==> config.mk <==
export PLATFORM = sky130hd
export DESIGN_NAME = ism_fifo
export DESIGN_NICKNAME = d
export VERILOG_FILES = /design/src/sv/ism_pkg.sv /design/src/sv/ism_fifo.sv
export SDC_FILE = /design/constraint.sdc
export NUM_CORES = 1
export LEC_CHECK = 0
export BUFFER_PORTS_ARGS = -buffer_cell sky130_fd_sc_hd__buf_4
export CORE_MARGIN = 1
export CORE_UTILIZATION = 61
export CTS_BUF_LIST = sky130_fd_sc_hd__clkbuf_8
export CTS_CLUSTER_DIAMETER = 30
export CTS_CLUSTER_SIZE = 12
export DETAILED_ROUTE_END_ITERATION = 8
export PLACE_DENSITY = 0.84
export SLEW_MARGIN = 20
export SYNTH_ARGS = -nofsm -noshare
export SYNTH_HDL_FRONTEND = slang
export SYNTH_SLANG_ARGS = --single-unit
==> constraint.sdc <==
create_clock -name clk -period 3.18 [get_ports clk]
set_input_delay 0 -clock clk [delete_from_list [all_inputs] [get_ports clk]]
set_output_delay 0 -clock clk [all_outputs]
set_load 0.01 [all_outputs]
==> src/sv/ism_pkg.sv <==
package ism_pkg;

  localparam int unsigned NUM_SUBS_DEF  = 1024;
  localparam int unsigned NUM_ATTRS_DEF = 16;
  localparam int unsigned VALUE_DOMAIN  = 1024;

  localparam int unsigned CMD_W      = 2;
  localparam int unsigned SUB_W      = 10;
  localparam int unsigned ATTR_W     = 4;
  localparam int unsigned VAL_W      = 10;
  localparam int unsigned CNT_W      = 11;
  localparam int unsigned SKIP_W     = 16;
  localparam int unsigned CFG_IDX_W  = 2;
  localparam int unsigned CFG_DATA_W = 16;
  localparam int unsigned Q_DEPTH    = 4;

  localparam logic [CMD_W-1:0] CMD_INSERT = 2'd0;
  localparam logic [CMD_W-1:0] CMD_DELETE = 2'd1;
  localparam logic [CMD_W-1:0] CMD_PUB    = 2'd2;

  localparam logic [CFG_IDX_W-1:0] REG_ACTIVE_SUBS = 2'd0;
  localparam logic [CFG_IDX_W-1:0] REG_SKIP_MASK   = 2'd1;

  localparam logic RES_MATCH  = 1'b0;
  localparam logic RES_DELETE = 1'b1;

  localparam logic [CNT_W-1:0] COUNT_MAX = '1;

  typedef struct packed {
    logic [CMD_W-1:0]  command;
    logic [SUB_W-1:0]  sub_id;
    logic [ATTR_W-1:0] attribute;
    logic [VAL_W-1:0]  low_bound;
    logic [VAL_W-1:0]  high_bound;
    logic [VAL_W-1:0]  event_value;
    logic              last;
  } in_item_t;

  typedef struct packed {
    logic             result_kind;
    logic [CNT_W-1:0] match_count;
    logic             delete_ok;
    logic [CNT_W-1:0] live_subs;
  } out_item_t;

  // classified item as held in the queue
  typedef struct packed {
    logic [CMD_W-1:0]  command;
    logic              sub_ok;
    logic              attr_ok;
    logic [SUB_W-1:0]  sub_id;
    logic [ATTR_W-1:0] attribute;
    logic [VAL_W-1:0]  low_bound;
    logic [VAL_W-1:0]  high_bound;
    logic [VAL_W-1:0]  event_value;
    logic              last;
  } op_t;

  typedef struct packed {
    logic [CNT_W-1:0]  active_subs;
    logic [SKIP_W-1:0] skip_mask;
  } cfg_t;

endpackage

==> src/sv/ism_fifo.sv <==
module ism_fifo (
  input  logic         clk,
  input  logic         rst_n,
  input  logic         push,
  input  ism_pkg::op_t op_in,
  output logic         full,
  input  logic         pop,
  output logic         empty,
  output ism_pkg::op_t op_out
);

  localparam int unsigned QP_W = $clog2(ism_pkg::Q_DEPTH);

  ism_pkg::op_t    mem_r [ism_pkg::Q_DEPTH];
  logic [QP_W-1:0] wr_ptr_r, wr_ptr_nxt;
  logic [QP_W-1:0] rd_ptr_r, rd_ptr_nxt;
  logic [QP_W:0]   cnt_r, cnt_nxt;

  assign full   = cnt_r == (QP_W+1)'(ism_pkg::Q_DEPTH);
  assign empty  = cnt_r == '0;
  assign op_out = mem_r[rd_ptr_r];

  always_comb begin
    wr_ptr_nxt = push ? wr_ptr_r + 1'b1 : wr_ptr_r;
    rd_ptr_nxt = pop ? rd_ptr_r + 1'b1 : rd_ptr_r;
    cnt_nxt    = cnt_r;
    if (push && !pop) begin
      cnt_nxt = cnt_r + 1'b1;
    end else if (pop && !push) begin
      cnt_nxt = cnt_r - 1'b1;
    end
  end

  always_ff @(posedge clk) begin
    if (!rst_n) begin
      wr_ptr_r <= '0;
      rd_ptr_r <= '0;
      cnt_r    <= '0;
    end else begin
      wr_ptr_r <= wr_ptr_nxt;
      rd_ptr_r <= rd_ptr_nxt;
      cnt_r    <= cnt_nxt;
    end
  end

  always_ff @(posedge clk) begin
    if (push) begin
      mem_r[wr_ptr_r] <= op_in;
    end
  end

endmodule

# Word-level counts from Yosys, hierarchy flattened
# Memory sizes are Yosys's and may differ from the RTL's. A register that Yosys moved wholly into a read port is not among the register bits.
# Cells that the tools add are included.
# word_totals
ramBits	196
word_cells	21
in_bits	53
register_bits	7
mem_count	1
output_inout_bits	51
# memory_table
name	words	word_bits	rd	rd_clocked_by_memory_dff	write_ports	line	source
mem_r	4	49	1	1	1	ism_fifo.sv:14	ism_pkg::op_t mem_r [ism_pkg::Q_DEPTH];
# op_classes
muxes	6
n_reduce_logical	6
add_sub_neg	4
eq_ne	1
# op_table
op	count
$mux W3	2
$add A2 B1 Y2 const B	2
$mux W2	2
$add A3 B1 Y3 const B	1
$eq A3 B3 Y1 const B	1
$logic_not A3 Y1	1
$sub A3 B1 Y3 const B	1
$logic_and A1 B1 Y1	2
$logic_not A1 Y1	2
$mux W1	2
$reduce_bool A2 Y1	1

# Longest topological paths before layout
# logic_depth
ltp_word	4
ltp_mapped	7
mapped_depth_nobuf	7

# Worst setup path before layout
# OpenSTA, ideal clock, no wires.
# synth_path
path_type	register to register
from	register wr_ptr_r[0]
to	memory mem_r[2][0] (netlist name) (enable)
path_stages_with_launch	4
arrival_time_ns	1.710
path_slack_ns	1.058
path_buffers	0
t_required_ns	2.769
setup_ns	0.411
synth_period_minus_slack_ns	2.122
cell_sequence	dfxtp_1 -> inv_1 -> ha_1 -> and2_1
# synth_rtl
element	line	source
from (decl)	ism_fifo.sv:15	logic [QP_W-1:0] wr_ptr_r, wr_ptr_nxt;
from (signal assigned)	ism_fifo.sv:40	wr_ptr_r <= wr_ptr_nxt;
to (decl)	ism_fifo.sv:14	
# Straight into the memory's write port.

==> flow_metrics.tcl <==
set metrics [dict create \
    outcome "finished clean" \
    clock_latency_ps 480 \
    critPathLaunchType "flop" \
    p_leak_uw 0.00344 \
    fraction_of_post_synthesis_cell_area_in_the_top_cell_type_by_area_pct 78.1 \
    grt.total_usage_pct 25.0 \
    detail_route.drc_violations 0 \
    max_cap_violations 0 \
    cts_made_buffers 35 \
    routedWlPerCell_um 23.0 \
    die_area_sq_mm 0.0128 \
    chip_width_um 113 \
    finalHoldWorstSlack_ps 263 \
    final_min_period_over_clock_period_pct 74.6 \
    synth_warnings 0 \
    clock_slew_seen_by_the_registers_of_the_worst_setup_and_hold_paths_ps 70 \
    worst_setup_path_end_kind "primary output" \
    area_growth_syn_to_layout_pct 29.4 \
    share_clk_of_total_power_pct 38.5 \
    tritoncts_num_sinks 205 \
    synth_xor_area_share_pct 0.581 \
    port-buffer-count 103 \
    synth_enable_flop_cells 196 \
    fin_crit_ps 2370 \
    placementRows 40 \
    cts_stage_hold_buffer_count 53 \
    vertical_die_dimension_um 113 \
    route.detailed.vias_per_inst 5.67 \
    cp_top_family "flip-flops" \
    combinationalPowerShare_pct 10.9 \
    floorplan.initialDensity_pct 62.8 \
    cpMostUsedCell "buf_4" \
    htreeDepth 2 \
    synth.lib_cells_used.distinct 23 \
    synth.mux.area_fraction_pct 15.0 \
    worstPathBufferInverterCount 2 \
    ioPinCount 104 \
    setup_viol 0 \
    cellInternalPower_uw 4840 \
    drt-initial-drc-count 266 \
    grt_antenna_before_repair 1 \
    p_sw_uw 1450 \
    route.antenna.remaining_nets 0 \
    critical_path.max_stage_delay_ps 760 \
    skew_ps 14.0 \
    report.final.hold_viol_count 0 \
    post_synth_top_flop "edfxtp_1" \
    timing.max_slew.rel_slack_pct 39.2 \
    synth_compound_area_share_pct 0.166 \
    postSynthAreaPerCell_sq_um 25.2 \
    yosys.area.top_type "edfxtp_1" \
    synth_top_cells_by_count "196 x edfxtp_1, 47 x mux4_2, 9 x and2_1, 9 x dfxtp_1, 5 x ha_1" \
    largest_family_of_logic_cells_by_synthesized_area "multiplexers" \
    post_synth_and_or_nand_nor_area_fraction_pct 1.21 \
    vias 3768 \
    post-place-ws_ps 1240 \
    worst_pin_slew_ps 912 \
    grt_pass1_wl_um 22900 \
    clock_path_buffers 3 \
    globalplace.congestion 0.727 \
    pin_count_of_the_biggest_net_entering_global_routing 34 \
    hold_removal_path_class "primary input to flop" \
    slowest_stage "dfxtp_4" \
    final_layout_size_suffix_gt1_share_pct 43.2 \
    yosys.cell_count.top_type "edfxtp_1" \
    tritoncts "done" \
    routed_wl_um 15200 \
    via_count_of_the_first_global_routing_pass 4187 \
    cell_chain_critical_path "buf_4 -> mux4_2 -> buf_4" \
    asyncSetResetFlopFracSynth_pct 0 \
    synth_area_sq_mm 0.00754 \
    timing.final.max_slew_violations 0 \
    cp.required_ps 3180 \
    maximum_frequency_from_static_timing_analysis_mhz 421 \
    power.share.switching_pct 23.0 \
    dpl.hpwl_um 8190 \
    grt-ovfl-total 0 \
    final_total_negative_setup_slack_ps 0 \
    postSynthNetCount 358 \
    synthTopCellsByArea "edfxtp_1 78%, mux4_2 14%, dfxtp_1 2.4%" \
    cts_resized 0 \
    pwr_density_cell_mw_per_mm2 645 \
    yosysSeqAreaShare_pct 80.5 \
    detailedRoute.firstPassIterationCount 5 \
    synthCells 299 \
    vdd_ir_drop_max_v 0.000488 \
    clk_root_buffer_cell "clkbuf_8" \
    cts_setup_buffers 0 \
    layout.filler_cells 544 \
    timing_worst_setup_path_type "flop to primary output" \
    post_synthesis_sequential_element_count 205 \
    critical_path.max_fanout 31 \
    fp.coreArea_sq_mm 0.0120 \
    synth-adder-area-share_pct 1.10 \
    seq_power_share_pct 50.5 \
    nets_final 552 \
    cp.arrival_ps 2370 \
    rsz0062_at_grt "no" \
    setup_ws_ps 807 \
]
==> cells by family (layout without fill, tap and decap cells) <==
kind of cell               after synthesis  in the layout
DFF                                    205            205
muxes                                   51             51
and+or+nand+nor                         15             15
buffers and inverters                   15            232
adders and majority gates                6              6
xor gates and xnor gates                 5              5
AOI/OAI and AO/OA                        2              2
other                                    0              1
==> sequential cells by signal, summed over array words and instances (netlist names), named ones only <==
| register | count |
|---|---|
| mem_r | 196 |
| rd_ptr_r | 2 |
| cnt_r | 3 |
| wr_ptr_r | 2 |
==> final cells by class <==
| type | instances | area, sq um | area share [%] |
|---|---|---|---|
| antenna | 1 | 2.50 | 0.0256 |
| clock buffer | 37 | 509 | 5.22 |
| clock inverter | 23 | 215 | 2.21 |
| inverter | 4 | 15.0 | 0.154 |
| multi-input combinational | 79 | 1370 | 14.0 |
| sequential | 205 | 6070 | 62.2 |
| tap | 147 | 184 | 1.89 |
| timing repair buffer | 168 | 1390 | 14.3 |
==> through the flow <==
| stage | cells | total power (uW) | area (sq um) | util (%) |
|---|---|---|---|---|
| finish | 664 | 6290 | 9760 | 81.2 |
| floorplan | 299 | 3550 | 7540 | - |
| global placement | 550 | 3830 | 8500 | 70.8 |
| global route | 664 | 6490 | 9760 | 81.2 |
| CTS | 663 | 6310 | 9750 | 81.2 |
| detailed placement | 550 | 3860 | 8500 | 70.8 |
==> final timing paths <==
| path | from | cells past startpoint | slack (ps) | endpoint |
|---|---|---|---|---|
| worst max-delay path | flop | 3 | 810 | op_out[15] |
| worst min-delay path | op_in[11] | 2 | 260 | mem_r[0][11] |
| worst max register to register | wr_ptr_r[0] | 4 | 1280 | mem_r[0][17] |
| worst min register to register | cnt_r[2] | 2 | 550 | cnt_r[2] |
==> cell usage in the layout (no fill, tap or decap), drive strengths merged, types with 5 or more instances in the layout <==
| master | count |
|---|---|
| dlygate4sd3 | 53 |
| dfxtp | 9 |
| ha | 5 |
| buf | 115 |
| inv | 10 |
| edfxtp | 196 |
| mux4 | 49 |
| and2 | 9 |
| clkinv | 11 |
| clkbuf | 37 |
==> layer usage <==
| layer | vias up | global-route usage [%] | share of wire (%) |
|---|---|---|---|
| li1 | 1651 | - | - |
| met3 | 34 | 5.52 | 5.6 |
| met4 | 0 | 10.7 | 2.5 |
| met5 | - | 0 | 0 |
| met1 | 1927 | 31.2 | 39 |
| met2 | 156 | 42.9 | 53 |
==> power groups by stage <==
stage / Clock (uW) / Sequential (uW) / Combinational, uW
4_1_cts: 2440 / 3180 / 687
3_3_place_gp: 0 / 3220 / 610
6_report: 2420 / 3180 / 687
5_1_grt: 2570 / 3190 / 728
2_1_floorplan: 0 / 3190 / 361
3_5_place_dp: 0 / 3230 / 623
No activity file was read; power rests on OpenSTA's default activity.
